`config.mk`:
```
export PLATFORM = sky130hd
export DESIGN_NAME = h1rpu_csr
export DESIGN_NICKNAME = d
export VERILOG_FILES = /design/src/rtl/core/h1_regularization_pixel_update_defines.svh /design/src/rtl/core/h1rpu_pkg.sv /design/src/rtl/core/h1rpu_csr.sv
export SDC_FILE = /design/constraint.sdc
export NUM_CORES = 1
export LEC_CHECK = 0
export CAP_MARGIN = 5
export CORE_UTILIZATION = 45
export CTS_CLUSTER_SIZE = 28
export DETAILED_ROUTE_END_ITERATION = 10
export DONT_BUFFER_PORTS = 1
export GPL_TIMING_DRIVEN = 0
export SLEW_MARGIN = 20
export SYNTH_ARGS = -nofsm -noshare
export SYNTH_HDL_FRONTEND = slang
export SYNTH_SLANG_ARGS = --single-unit
```
`constraint.sdc`:
```
create_clock -name clock -period 1.6 [get_ports clock]
set_clock_uncertainty 0.05 [all_clocks]
set_input_delay 0.08 -clock clock [delete_from_list [all_inputs] [get_ports clock]]
set_output_delay 0.08 -clock clock [all_outputs]
set_load 0.005 [all_outputs]
```
`src/rtl/core/h1_regularization_pixel_update_defines.svh`:
```
// Assertion macros shared by the pixel update RTL.
`ifndef H1_REGULARIZATION_PIXEL_UPDATE_DEFINES_SVH
`define H1_REGULARIZATION_PIXEL_UPDATE_DEFINES_SVH

// Same-cycle implication, disabled in reset.
`define H1RPU_ASSERT_NOW(label, clk, rst, ante, cons, msg) \
   label: assert property (@(posedge clk) disable iff (rst) (ante) |-> (cons)) else $error(msg);

// Next-cycle implication, disabled in reset.
`define H1RPU_ASSERT_NEXT(label, clk, rst, ante, cons, msg) \
   label: assert property (@(posedge clk) disable iff (rst) (ante) |=> (cons)) else $error(msg);

`endif

```
`src/rtl/core/h1rpu_pkg.sv`:
```
// Shared types and constants of the H1 pixel update block.
package h1rpu_pkg;

   // field widths
   localparam int COORD_W  = 9;
   localparam int PIX_W    = 20;
   localparam int STEP_W   = 16;
   localparam int SIZE_W   = 10;
   localparam int DIM_W    = 13;
   localparam int ACTION_W = 2;
   localparam int CSR_AW   = 4;
   localparam int CSR_DW   = 32;

   // smallest usable image side
   localparam int MIN_DIM = 3;

   // action codes
   localparam logic [ACTION_W-1:0] ACT_LOAD   = 2'd0;
   localparam logic [ACTION_W-1:0] ACT_UPDATE = 2'd1;
   localparam logic [ACTION_W-1:0] ACT_READ   = 2'd2;

   // register index codes (byte address bits [3:2])
   localparam logic [1:0] REG_FIDELITY  = 2'd0;
   localparam logic [1:0] REG_SMOOTHING = 2'd1;
   localparam logic [1:0] REG_WIDTH     = 2'd2;
   localparam logic [1:0] REG_HEIGHT    = 2'd3;

   // register reset values
   localparam logic [STEP_W-1:0] FIDELITY_RST  = 16'd655;
   localparam logic [STEP_W-1:0] SMOOTHING_RST = 16'd3277;
   localparam logic [SIZE_W-1:0] WIDTH_RST     = 10'd512;
   localparam logic [SIZE_W-1:0] HEIGHT_RST    = 10'd512;

   typedef struct packed {
      logic [STEP_W-1:0] fidelity_step;
      logic [STEP_W-1:0] smoothing_step;
      logic [SIZE_W-1:0] image_width;
      logic [SIZE_W-1:0] image_height;
   } cfg_type;

   // one-hot phase strobes for the stencil arithmetic
   typedef struct packed {
      logic load_center;
      logic add_pair;
      logic add_last;
      logic mult;
   } math_ctl_type;

endpackage

```
`src/rtl/core/h1rpu_csr.sv`:
```
// Configuration register file with an APB-style access port.
module h1rpu_csr (
   input  logic                          clock,
   input  logic                          reset,
   input  logic                          csr_psel,
   input  logic                          csr_penable,
   input  logic                          csr_pwrite,
   input  logic [h1rpu_pkg::CSR_AW-1:0]  csr_paddr,
   input  logic [h1rpu_pkg::CSR_DW-1:0]  csr_pwdata,
   output logic [h1rpu_pkg::CSR_DW-1:0]  csr_prdata,
   output logic                          csr_pready,
   output h1rpu_pkg::cfg_type            cfg
);

   h1rpu_pkg::cfg_type cfg_ff;
   logic               wr_en;

   assign csr_pready = 1'b1;
   assign wr_en      = csr_psel & csr_penable & csr_pwrite;

   // register writes
   always_ff @(posedge clock) begin
      if (reset) begin
         cfg_ff.fidelity_step  <= h1rpu_pkg::FIDELITY_RST;
         cfg_ff.smoothing_step <= h1rpu_pkg::SMOOTHING_RST;
         cfg_ff.image_width    <= h1rpu_pkg::WIDTH_RST;
         cfg_ff.image_height   <= h1rpu_pkg::HEIGHT_RST;
      end else if (wr_en) begin
         unique case (csr_paddr[3:2])
            h1rpu_pkg::REG_FIDELITY:
               cfg_ff.fidelity_step <= csr_pwdata[h1rpu_pkg::STEP_W-1:0];
            h1rpu_pkg::REG_SMOOTHING:
               cfg_ff.smoothing_step <= csr_pwdata[h1rpu_pkg::STEP_W-1:0];
            h1rpu_pkg::REG_WIDTH:
               cfg_ff.image_width <= csr_pwdata[h1rpu_pkg::SIZE_W-1:0];
            h1rpu_pkg::REG_HEIGHT:
               cfg_ff.image_height <= csr_pwdata[h1rpu_pkg::SIZE_W-1:0];
            default: ;
         endcase
      end
   end

   // read mux
   always_comb begin
      unique case (csr_paddr[3:2])
         h1rpu_pkg::REG_FIDELITY:  csr_prdata = h1rpu_pkg::CSR_DW'(cfg_ff.fidelity_step);
         h1rpu_pkg::REG_SMOOTHING: csr_prdata = h1rpu_pkg::CSR_DW'(cfg_ff.smoothing_step);
         h1rpu_pkg::REG_WIDTH:     csr_prdata = h1rpu_pkg::CSR_DW'(cfg_ff.image_width);
         h1rpu_pkg::REG_HEIGHT:    csr_prdata = h1rpu_pkg::CSR_DW'(cfg_ff.image_height);
         default:                  csr_prdata = '0;
      endcase
   end

   assign cfg = cfg_ff;

endmodule

```
### Word level (Yosys, flattened, before mapping)

Cells that the tools add are included.

* bits of input ports: 41
* output and inout bits: 85
* bits in registers: 52
* word-level logic and storage cells: 15

* muxes and demuxes: 1
* reduce and logical (&&, ||, !) cells: 5
* bitwise operators: 2
* equal/unequal tests: 3

Operator list (number)
* one-hot mux 32 bit (4 select lines): 1
* AND reduction 2 bit: 4
* equality test 2 bit, second input constant: 2
* AND 1 bit: 2
* equality test 2 x 1 -> 1 bit, second input constant: 1
* logical NOT 2 bit: 1

### Longest topological paths before layout

* word-level depth: 3
* mapped depth: 5
* mapped depth without buffers: 3

### Worst setup path after synthesis

No wires, ideal clock.

* path type: input to register
* start: input csr_paddr[3] in the netlist's numbering
* end: register cfg_ff (netlist bit cfg[25])
* buffers on the path: 2
* stages: 4
* required time: 1478 ps
* data arrival time: 1011 ps
* slack: 467 ps
* library setup time: 72 ps
* cell sequence: buf_4 nor3_4 buf_8 mux2i_1

* word-level cells in the longest chain between the ends: 2

RTL lines
* from (decl): line h1rpu_csr.sv:8 `input logic [h1rpu_pkg::CSR_AW-1:0] csr_paddr,`
* equality test 2 x 1 -> 1 bit: line h1rpu_csr.sv:29 `unique case (csr_paddr[3:2])`
* AND reduction 2 bit (no line)
* to (decl): line h1rpu_csr.sv:15 `h1rpu_pkg::cfg_type cfg_ff;`

No other way between the ends.
A chain may end at the register's enable or synchronous reset.

### Worst setup path in the final report

* start: register cfg_ff (netlist bit cfg[5])
* end: output csr_prdata[5] in the netlist's numbering

* word-level cells in the longest chain between the ends: 1

RTL lines
* one-hot mux 32 bit (4 select lines): line h1rpu_csr.sv:45 `unique case (csr_paddr[3:2])`
* to (decl): line h1rpu_csr.sv:10 `output logic [h1rpu_pkg::CSR_DW-1:0] csr_prdata,`

No other way between the ends. The select of a mux whose other input is x is not followed.

==> metrics.txt <==
TritonCTS clock tree=done; number of flip-flops under the largest register name=52; wire per inst=17.3 um; CP peak stage delay=500 ps; Final Net Count=336; Yosys reg bits=52; H-Tree Depth=2; total global-route track usage=22.2%; Post CTS Setup Buffer Count=0; worst setup margin=301 ps; Relative slew margins=57.5%; DR vias=1875; Cell Count, Final, Fillers Out=368; initial antenna violation count=0; Critical Path RT=1470 ps; Boundary Pins=126; total wire length=6360 um; number of stages on the worst setup path=1; Hold Path Cell Cnt=3; Avg Cell Area, Syn=10.1 sq um; Initial Util=46.9%; outcome=finished clean; Syn Inst Count=257; Area Overhead vs Synth=16.1%; Die X=78.0 um; Yosys warnings=0; later-pin clock latency in the skew report=310 ps; drt via density=5.10; leak pwr=1.25 nW; TritonCTS buffer count=5; Placer Congestion=0.714; P per Cell Area=837 nW/um^2; CP delay by family, top=multiplexers; Worst-path clk slew=100 ps; Worst Setup Path Type=flip-flop to output port; grt ovf=0; initial DRC count=74; sequential element share of the synthesized area=40.1%; drt pass-1 iters=4; largest net degree at the start of global routing=17; hold crit path type=input port to flip-flop; clk sink count=52; clock root buffer=clkbuf_8; layout cell share with drive strength beyond 1=16.2%; post-cts repair resize count=0; Hold Buf Count CTS=16; Post-DP Area=2750 sq um; Design Area, Final=3020 sq um; max-cap violation count=0; Die ar.=6080 sq um; Max VDD drop=0.430 mV; RSZ-0062 raised after global routing=false; Startpoint Class=flip-flop; first-pass GRT wire length=10100 um; Final Hold Fails=0; die height=78.0 um; placed insts=344; Slew Viols, Final=0; FMAX=770 MHz; diodes inserted=0; Antenna Nets Post-Route=0; Worst Path Max Fanout=3; input/output buffers=0; fill count=521; vias in the first global route=1836; setup TNS=0 ps; slowest CP cell=mux4_2; final period utilization=81.2%; CP arrival=1170 ps; post-DP HPWL=4410 um; final setup fails=0; Tmin final=1300 ps; Buf/Inv on CP=0; worst path cell trace=mux4_2; DP Worst Slack=198 ps; Syn Std Cell Area=2600 sq um; R2R depth=3; measured slew at the worst slew-check pin=638 ps; core area=5540 sq um; # rows=27; Residual DRC=0; Yosys cell types=19; CP Capture Type=output port; CTS Buffer Depth=2
## where the power goes
| part | switching, mW | internal [mW] | total, mW | leakage [nW] |
|---|---|---|---|---|
| clock network | 0.463 | 0.464 | 0.926 | 0.0541 |
| registers | 0.0168 | 1.31 | 1.33 | 0.420 |
| logic | 0.137 | 0.134 | 0.272 | 0.776 |
| total | 0.617 | 1.91 | 2.53 | 1.25 |
## through the flow
step	utilization [%]	hold slack, ps	total power, mW
5_1_grt	54.4	171	2.62
3_5_place_dp	49.5	197	1.60
4_1_cts	54.4	177	2.53
2_1_floorplan	-	185	1.54
6_report	54.4	172	2.53
3_3_place_gp	49.5	198	1.59
## final timing paths
path	from	endpoint	slack [ps]
hold / removal	csr_paddr[2]	cfg[37]	170
setup reg to reg	cfg[15]	cfg[15]	760
setup / recovery	cfg[5]	csr_prdata[5]	300
hold reg to reg	cfg[47]	cfg[47]	460
## cells in the final DEF, fill, tap and decap left out, drive strengths merged
cell type / instances
dfxtp: 52
mux2i: 49
nand2b: 45
nor2: 30
buf: 26
o21ai: 18
conb: 17
dlygate4sd3: 16
clkbuf: 14
mux4: 10
nor2b: 9
nor3: 2
nand3: 1
inv: 1
nand4: 1
or2: 1
or3: 1
clkinv: 1
clkinvlp: 1
bufinv: 1
## Yosys cell counts, drive strengths merged
library cell	n	area [sq um]
nand4	1	6.26
conb	2	7.51
or2	1	6.26
o21ai	18	90.1
buf	26	198
inv	1	6.26
nor2b	9	56.3
nor2	30	113
or3	1	6.26
mux2i	49	490
nand3	1	5.00
clkbuf	9	33.8
dfxtp	52	1040
mux4	10	225
nand2b	45	282
nor3	2	32.5
## layer usage
layer  global-route usage, %  up-vias  part of all wire, %
met5                       0        -                    0
met4                    5.56        0                 0.97
met3                    5.76        6                  5.7
met2                    38.1       63                   50
met1                    27.6      895                   43
li1                        -      911                    -
## logic make-up (layout without fill, tap and decap cells)
| family | count (synthesis) | in the layout | share of synthesized area [%] |
|---|---|---|---|
| and+or+nand+nor | 90 | 90 | 19.5 |
| other | 2 | 17 | 0.289 |
| muxes | 59 | 59 | 27.5 |
| AOI/OAI and AO/OA | 18 | 18 | 3.47 |
| DFF | 52 | 52 | 40.1 |
| buffers and inverters | 36 | 60 | 9.15 |
## cell type report
class | count | area (sq um) | area share (%)
Multi-Input combinational cell | 184 | 1380 | 45.6
Sequential cell | 52 | 1040 | 34.5
Buffer | 35 | 231 | 7.67
Timing Repair Buffer | 16 | 160 | 5.31
Tap cell | 72 | 90.1 | 2.99
Clock buffer | 5 | 68.8 | 2.28
Clock inverter | 3 | 42.5 | 1.41
Inverter | 1 | 6.26 | 0.207
Note: power is estimated with default switching activity, not from simulation.
