### config.mk
export PLATFORM = sky130hd
export DESIGN_NAME = h1rpu_math
export DESIGN_NICKNAME = d
export VERILOG_FILES = /design/src/rtl/core/h1_regularization_pixel_update_defines.svh /design/src/rtl/core/h1rpu_pkg.sv /design/src/rtl/core/h1rpu_math.sv
export SDC_FILE = /design/constraint.sdc
export NUM_CORES = 2
export LEC_CHECK = 0
export BUFFER_PORTS_ARGS = -buffer_cell sky130_fd_sc_hd__buf_2
export CAP_MARGIN = 40
export CORE_ASPECT_RATIO = 0.7
export CORE_MARGIN = 10
export CORE_UTILIZATION = 25
export CTS_CLUSTER_DIAMETER = 60
export DETAILED_ROUTE_END_ITERATION = 8
export MAX_ROUTING_LAYER = met4
export PLACE_DENSITY = 0.38
export SLEW_MARGIN = 20
export SYNTH_ARGS = -nofsm -noshare
export SYNTH_HDL_FRONTEND = slang
export SYNTH_SLANG_ARGS = --single-unit
### constraint.sdc
create_clock -name clock -period 8.06 [get_ports clock]
set_input_delay 0.403 -clock clock [delete_from_list [all_inputs] [get_ports clock]]
set_output_delay 0.403 -clock clock [all_outputs]
set_load 0.02 [all_outputs]
### src/rtl/core/h1_regularization_pixel_update_defines.svh
// Assertion macros shared by the pixel update RTL.
`ifndef H1_REGULARIZATION_PIXEL_UPDATE_DEFINES_SVH
`define H1_REGULARIZATION_PIXEL_UPDATE_DEFINES_SVH

// Same-cycle implication, disabled in reset.
`define H1RPU_ASSERT_NOW(label, clk, rst, ante, cons, msg) \
   label: assert property (@(posedge clk) disable iff (rst) (ante) |-> (cons)) else $error(msg);

// Next-cycle implication, disabled in reset.
`define H1RPU_ASSERT_NEXT(label, clk, rst, ante, cons, msg) \
   label: assert property (@(posedge clk) disable iff (rst) (ante) |=> (cons)) else $error(msg);

`endif

### src/rtl/core/h1rpu_pkg.sv
// Shared types and constants of the H1 pixel update block.
package h1rpu_pkg;

   // field widths
   localparam int COORD_W  = 9;
   localparam int PIX_W    = 20;
   localparam int STEP_W   = 16;
   localparam int SIZE_W   = 10;
   localparam int DIM_W    = 13;
   localparam int ACTION_W = 2;
   localparam int CSR_AW   = 4;
   localparam int CSR_DW   = 32;

   // smallest usable image side
   localparam int MIN_DIM = 3;

   // action codes
   localparam logic [ACTION_W-1:0] ACT_LOAD   = 2'd0;
   localparam logic [ACTION_W-1:0] ACT_UPDATE = 2'd1;
   localparam logic [ACTION_W-1:0] ACT_READ   = 2'd2;

   // register index codes (byte address bits [3:2])
   localparam logic [1:0] REG_FIDELITY  = 2'd0;
   localparam logic [1:0] REG_SMOOTHING = 2'd1;
   localparam logic [1:0] REG_WIDTH     = 2'd2;
   localparam logic [1:0] REG_HEIGHT    = 2'd3;

   // register reset values
   localparam logic [STEP_W-1:0] FIDELITY_RST  = 16'd655;
   localparam logic [STEP_W-1:0] SMOOTHING_RST = 16'd3277;
   localparam logic [SIZE_W-1:0] WIDTH_RST     = 10'd512;
   localparam logic [SIZE_W-1:0] HEIGHT_RST    = 10'd512;

   typedef struct packed {
      logic [STEP_W-1:0] fidelity_step;
      logic [STEP_W-1:0] smoothing_step;
      logic [SIZE_W-1:0] image_width;
      logic [SIZE_W-1:0] image_height;
   } cfg_type;

   // one-hot phase strobes for the stencil arithmetic
   typedef struct packed {
      logic load_center;
      logic add_pair;
      logic add_last;
      logic mult;
   } math_ctl_type;

endpackage

### src/rtl/core/h1rpu_math.sv
// Stencil arithmetic: Laplacian accumulate, step products, rounding, saturation.
module h1rpu_math (
   input  logic                                  clock,
   input  h1rpu_pkg::math_ctl_type               ctl,
   input  logic [h1rpu_pkg::STEP_W-1:0]          fidelity_step,
   input  logic [h1rpu_pkg::STEP_W-1:0]          smoothing_step,
   input  logic signed [h1rpu_pkg::PIX_W-1:0]    port_a,
   input  logic signed [h1rpu_pkg::PIX_W-1:0]    port_b,
   input  logic signed [h1rpu_pkg::PIX_W-1:0]    observed,
   output logic signed [h1rpu_pkg::PIX_W-1:0]    step_result
);

   localparam int DIFF_W = h1rpu_pkg::PIX_W + 1;
   localparam int LAP_W  = h1rpu_pkg::PIX_W + 3;
   localparam int FPR_W  = DIFF_W + h1rpu_pkg::STEP_W + 1;
   localparam int LPR_W  = LAP_W + h1rpu_pkg::STEP_W + 1;
   localparam int SUM_W  = LPR_W + 1;
   localparam int RND_W  = SUM_W - 16;
   localparam int NEW_W  = RND_W + 1;

   localparam logic signed [LPR_W-1:0] ROUND_HALF = LPR_W'(32768);
   localparam logic signed [NEW_W-1:0] PIX_HI     = NEW_W'(524287);
   localparam logic signed [NEW_W-1:0] PIX_LO     = -NEW_W'(524288);

   logic signed [h1rpu_pkg::PIX_W-1:0] u_ff;
   logic signed [DIFF_W-1:0]           diff_ff;
   logic signed [LAP_W-1:0]            acc_ff;
   logic signed [FPR_W-1:0]            fid_prod_ff;
   logic signed [LPR_W-1:0]            fid_bias_ff;
   logic signed [LPR_W-1:0]            lap_prod_ff;
   logic signed [SUM_W-1:0]            sum;
   logic signed [RND_W-1:0]            rounded;
   logic signed [NEW_W-1:0]            updated;

   // accumulate the stencil as the reads come back, then multiply
   always_ff @(posedge clock) begin
      if (ctl.load_center) begin
         u_ff    <= port_a;
         diff_ff <= DIFF_W'(observed) - DIFF_W'(port_a);
         acc_ff  <= LAP_W'(port_b) - (LAP_W'(port_a) <<< 2);
      end
      if (ctl.add_pair) begin
         acc_ff <= acc_ff + LAP_W'(port_a) + LAP_W'(port_b);
      end
      if (ctl.add_last) begin
         acc_ff      <= acc_ff + LAP_W'(port_a);
         fid_prod_ff <= FPR_W'($signed({1'b0, fidelity_step})) * FPR_W'(diff_ff);
      end
      if (ctl.mult) begin
         lap_prod_ff <= LPR_W'($signed({1'b0, smoothing_step})) * LPR_W'(acc_ff);
         fid_bias_ff <= LPR_W'(fid_prod_ff) + ROUND_HALF;
      end
   end

   // Q.24 sum, half already added: floor to Q.8, add to pixel, saturate
   always_comb begin
      sum     = SUM_W'(lap_prod_ff) + SUM_W'(fid_bias_ff);
      rounded = $signed(sum[SUM_W-1:16]);
      updated = NEW_W'(u_ff) + NEW_W'(rounded);
      if (updated > PIX_HI)      step_result = PIX_HI[h1rpu_pkg::PIX_W-1:0];
      else if (updated < PIX_LO) step_result = PIX_LO[h1rpu_pkg::PIX_W-1:0];
      else                       step_result = updated[h1rpu_pkg::PIX_W-1:0];
   end

endmodule

; ---- After elaboration in Yosys (flattened, before gate mapping)
; Index checks and enable logic that the tools add are counted.
[word_totals]
ff_bits = 181
inputBits = 97
out_inout_bits = 20
[op_classes]
magnitude_cmp = 2
n_mul = 2
addsub = 7
n_mux = 5
n_reduce_logical = 1
[op_table]
columns = cell, n
row1 = $mux 23, 3
row2 = $add 23x20->23, 2
row3 = $add 40x39->41, 1
row4 = $mul 17x23->40, 1
row5 = $mux 20, 2
row6 = $add 38x17->39 const B, 1
row7 = $mul 17x21->38, 1
row8 = $add 20x25->26, 1
row9 = $gt 26x20->1 const B, 1
row10 = $lt 26x20->1 const B, 1
row11 = $sub 20x22->23, 1
row12 = $sub 20x20->21, 1
row13 = $reduce_bool 3->1, 1

; ---- Logic depth before layout (Yosys ltp)
[logic_depth]
word_depth = 5
depth_mapped = 26
depth_no_buf = 24

; ---- Worst setup path before layout
; Ideal clock, no wire load.
[synth_timing]
path_kind = register to register
startpoint = register diff_ff[12]
endpoint = register fid_prod_ff[36], data pin
n_path_buf = 1
arrival_time_ns = 6.255
t_required_ns = 7.798
setup_slack_ns = 1.543
stages_incl_launch_ff = 25
setup_ns = 0.262
cell_sequence = edfxtp_1 -> clkbuf_1 -> nand2_1 -> fa_1 -> inv_1 -> fa_1 -> inv_1 -> fa_1 -> inv_1 -> fa_1 -> inv_1 -> fa_1 -> inv_1 -> fa_1 -> ha_1 -> and3_1 -> a221o_1 -> a21oi_1 -> nor2_1 -> a311oi_1 -> o21ai_0 -> and2_1 -> a211o_1 -> a211oi_1 -> xnor2_1
[synth_between]
elab_chain_len = 1
[synth_rtl]
columns = element, line_no
row1 = "start, declared", h1rpu_math.sv:26  ; logic signed [DIFF_W-1:0] diff_ff;
row2 = "start signal, assigned", h1rpu_math.sv:39  ; diff_ff <= DIFF_W'(observed) - DIFF_W'(port_a);
row3 = $mul 17x21->38, h1rpu_math.sv:47  ; fid_prod_ff <= FPR_W'($signed({1'b0, fidelity_step})) * FPR_W'(diff_ff);
row4 = "end signal, assigned", h1rpu_math.sv:47
row5 = "end, declared", h1rpu_math.sv:28  ; logic signed [FPR_W-1:0] fid_prod_ff;
; No other way between the ends.
; A chain may end at the register's enable or synchronous reset.

; ---- Final worst setup path
[layout_timing]
startpoint = register fid_bias_ff[6]
endpoint = output port step_result[6] in the netlist's numbering
[layout_between]
elab_chain_len = 5
[layout_rtl]
columns = element, line_no
row1 = "start, declared", h1rpu_math.sv:29  ; logic signed [LPR_W-1:0] fid_bias_ff;
row2 = "start signal, assigned", h1rpu_math.sv:51  ; fid_bias_ff <= LPR_W'(fid_prod_ff) + ROUND_HALF;
row3 = $add 40x39->41 *, h1rpu_math.sv:57  ; sum = SUM_W'(lap_prod_ff) + SUM_W'(fid_bias_ff);
row4 = $add 20x25->26 *, h1rpu_math.sv:59  ; updated = NEW_W'(u_ff) + NEW_W'(rounded);
row5 = $lt 26x20->1, h1rpu_math.sv:61  ; else if (updated < PIX_LO) step_result = PIX_LO[h1rpu_pkg::PIX_W-1:0];
row6 = $mux 20, h1rpu_math.sv:61
row7 = $mux 20 *, h1rpu_math.sv:60  ; if (updated > PIX_HI) step_result = PIX_HI[h1rpu_pkg::PIX_W-1:0];
row8 = "end, declared", h1rpu_math.sv:10  ; output logic signed [h1rpu_pkg::PIX_W-1:0] step_result
; Every way passes the cells marked *; elsewhere a longest branch is shown, timed or not.

==> results.cfg <==
[synthesis]
synth_area_um2 = 38410
synthTopCellsByArea = fa_1, edfxtp_1, ha_1
yosysTopAreaCell = fa_1
ys_seq_area_share_pct = 14.15
synth_top_area_share_pct = 36.64
syn_nets = 5284
syn_area_per_cell_um2 = 9.279
synth_edf_count = 181
yosys_warnings = 0
synth_cell_types = 70
ys.flop_type = edfxtp_1
synth_seq_cells = 181
synthCells = 4140
async_flop_share_pct = 0

[critical_path]
startpoint_type = flop
worstPathRequired_ps = 7660
crit_slowest_cell = o41a_4
slowest_delay_ps = 670
path_cells = ha_1 -> and4_1 -> a2111oi_0 -> o21a_1 -> a22oi_1 -> a31o_2 -> a21oi_1 -> o21bai_1 -> o21ba_2 -> ha_1 -> fa_1 -> a21oi_1 -> o21bai_1 -> or4_1 -> nand2_1 -> a21oi_2 -> a2111oi_0 -> nor3_1 -> xnor2_1 -> o41a_4 -> o31ai_2 -> buf_2
worstSetupEndpointType = output port
crit_type = flop to output port
path_max_fanout = 19
cp_data_arrival_time_ps = 7240
reg2reg_setup_slack_ps = 570

[sta]
max_freq_mhz = 130.9
maxSlewViolCount = 0
fin_skew_ps = 14.97
hold_viol_final = 0
setup_viol = 0
rsz0062_at_grt = no
slew-limit-headroom_pct = 42.16
worst_pin_slew_ps = 858.5
min_period_ps = 7638
period_share_pct = 94.76
finalSetupTns_ps = 0
layout_setup_ws_ps = 421.9

[cts]
cts-root-buf = clkbuf_16
clock_latency_ps = 480
cts_buffers = 17
post-cts-setup-buffers = 0
clk_pin_slew_ps = 80
cts_sinks = 181
htreeDepth = 4
cts_tree = yes
cts_buffer_depth = 2

[global_routing]
grt_pass1_wl_um = 180900
track_usage_pct = 14.30
first_global_vias = 28761
grt_overflow = 0
grt_antenna_before_repair = 19
grt_max_degree = 57

[floorplanning]
dieArea_um2 = 170000
start_util_pct = 25.13
die_w_um = 488.5
core_area_um2 = 152800
rows = 120
ios = 117
die_h_um = 348.0

[route]
avgViaCountPerCell = 4.364
wirelength_um = 116000
drtPass1Iterations = 5
first_iter_violations = 1648
ant_nets = 0
vias = 27308
wl_per_cell_um = 18.54
drc_errors = 0

[finish]
fin_util_pct = 27.59
final_common_cell = inv_1
nets = 5365
fillCellCount = 16530
final_cell_mix = inv_1, fa_1, nand2_1, ha_1, and2_1
drive_gt1_share_pct = 6.048
area_delta_synth_final_pct = 9.778
instances_no_fill = 6258

[job]
maxCapViolations = 0

[placement]
port_buffers = 116
dp_hpwl_um = 100300
placed_cells = 6214
gp_routability_congestion = 0.8074
dpl_worst_slack_ps = 528.4

[status]
outcome = completed

[worst_hold_path]
hp-class = input pin to flop
==> registers in the layout, indices dropped and copies added (netlist names) <==
name,count
fid_bias_ff,39
acc_ff,23
diff_ff,21
fid_prod_ff,38
lap_prod_ff,40
u_ff,20
==> what timing repair did <==
item	CTS	global route
hold buffers	0	0
gates resized for setup	0	2
endpoints found under the setup margin	0	2
==> per-layer routing <==
metal	part of all wire [%]	vias to the layer above	global-route usage, %	wire [um]
met3	3.2	67	1.333	3763
met4	2.0	0	2.997	2330
li1	-	13029	-	-
met5	0	-	-	0
met2	44	409	21.51	51070
met1	51	13803	20.80	58840
==> cells by family after synthesis <==
family	share of synthesized area (%)
and+or+nand+nor	13.37
buffers and inverters	10.40
adders and majority gates	47.84
AOI/OAI and AO/OA	9.202
xor gates and xnor gates	4.697
DFF	14.15
muxes	0.3388
==> stage by stage <==
stage | hold slack, ps | cell area [um2]
2_1_floorplan | 400.3 | 38410
3_5_place_dp | 410.5 | 41570
3_3_place_gp | 406.5 | 41540
5_1_grt | 143.1 | 42160
6_report | 168.6 | 42170
4_1_cts | 132.3 | 42110
==> area by class of cell <==
class | instances | area [um2] | area share [%]
Inverter | 936 | 3513 | 8.332
Sequential cell | 181 | 5435 | 12.89
Multi-Input combinational cell | 2898 | 28980 | 68.73
Clock buffer | 19 | 432.9 | 1.027
Timing Repair Buffer | 187 | 1147 | 2.721
Clock inverter | 12 | 107.6 | 0.2552
Tap cell | 2013 | 2519 | 5.973
Antenna cell | 12 | 30.03 | 0.07121
==> critical path, delay by kind of cell (launching register included) <==
kind,cells,cell delay [ps]
simple gates,4,1060
flops,1,370
xor+xnor,1,190
buf+inv,1,260
fa+ha+maj,3,990
compound gates,13,3840
==> final timing paths <==
| kind | end | cells after the start | from |
|---|---|---|---|
| max | step_result[6] | 22 | fid_bias_ff[6] |
| min | u_ff[3] | 1 | port_a[3] |
| max reg2reg | fid_prod_ff[36] | 23 | diff_ff[7] |
| min reg2reg | fid_bias_ff[2] | 0 | fid_prod_ff[2] |
==> cell usage after synthesis, types with 5 or more instances <==
library cell,number
o211ai_1,5
o21ai_0,92
o31a_1,5
clkbuf_1,123
a31o_2,7
a2111oi_0,8
a211oi_1,12
o21ai_2,13
or2_2,6
a21oi_1,160
xnor2_1,144
nor2b_1,26
and3_1,25
mux2_2,8
nand2b_1,24
nor3_1,24
edfxtp_1,181
a31oi_1,15
and2_1,249
ha_1,344
a211o_1,10
xor2_1,62
a221oi_1,5
inv_1,936
o21a_1,24
nand3_1,40
nand2_1,561
a21boi_0,7
nand4_1,15
nor2_1,104
or3_1,9
o21bai_1,21
a21o_1,90
fa_1,703
o31ai_1,13
Power is not shown: default switching activity piles up to over one toggle a cycle in this logic, so the estimate is an artifact.
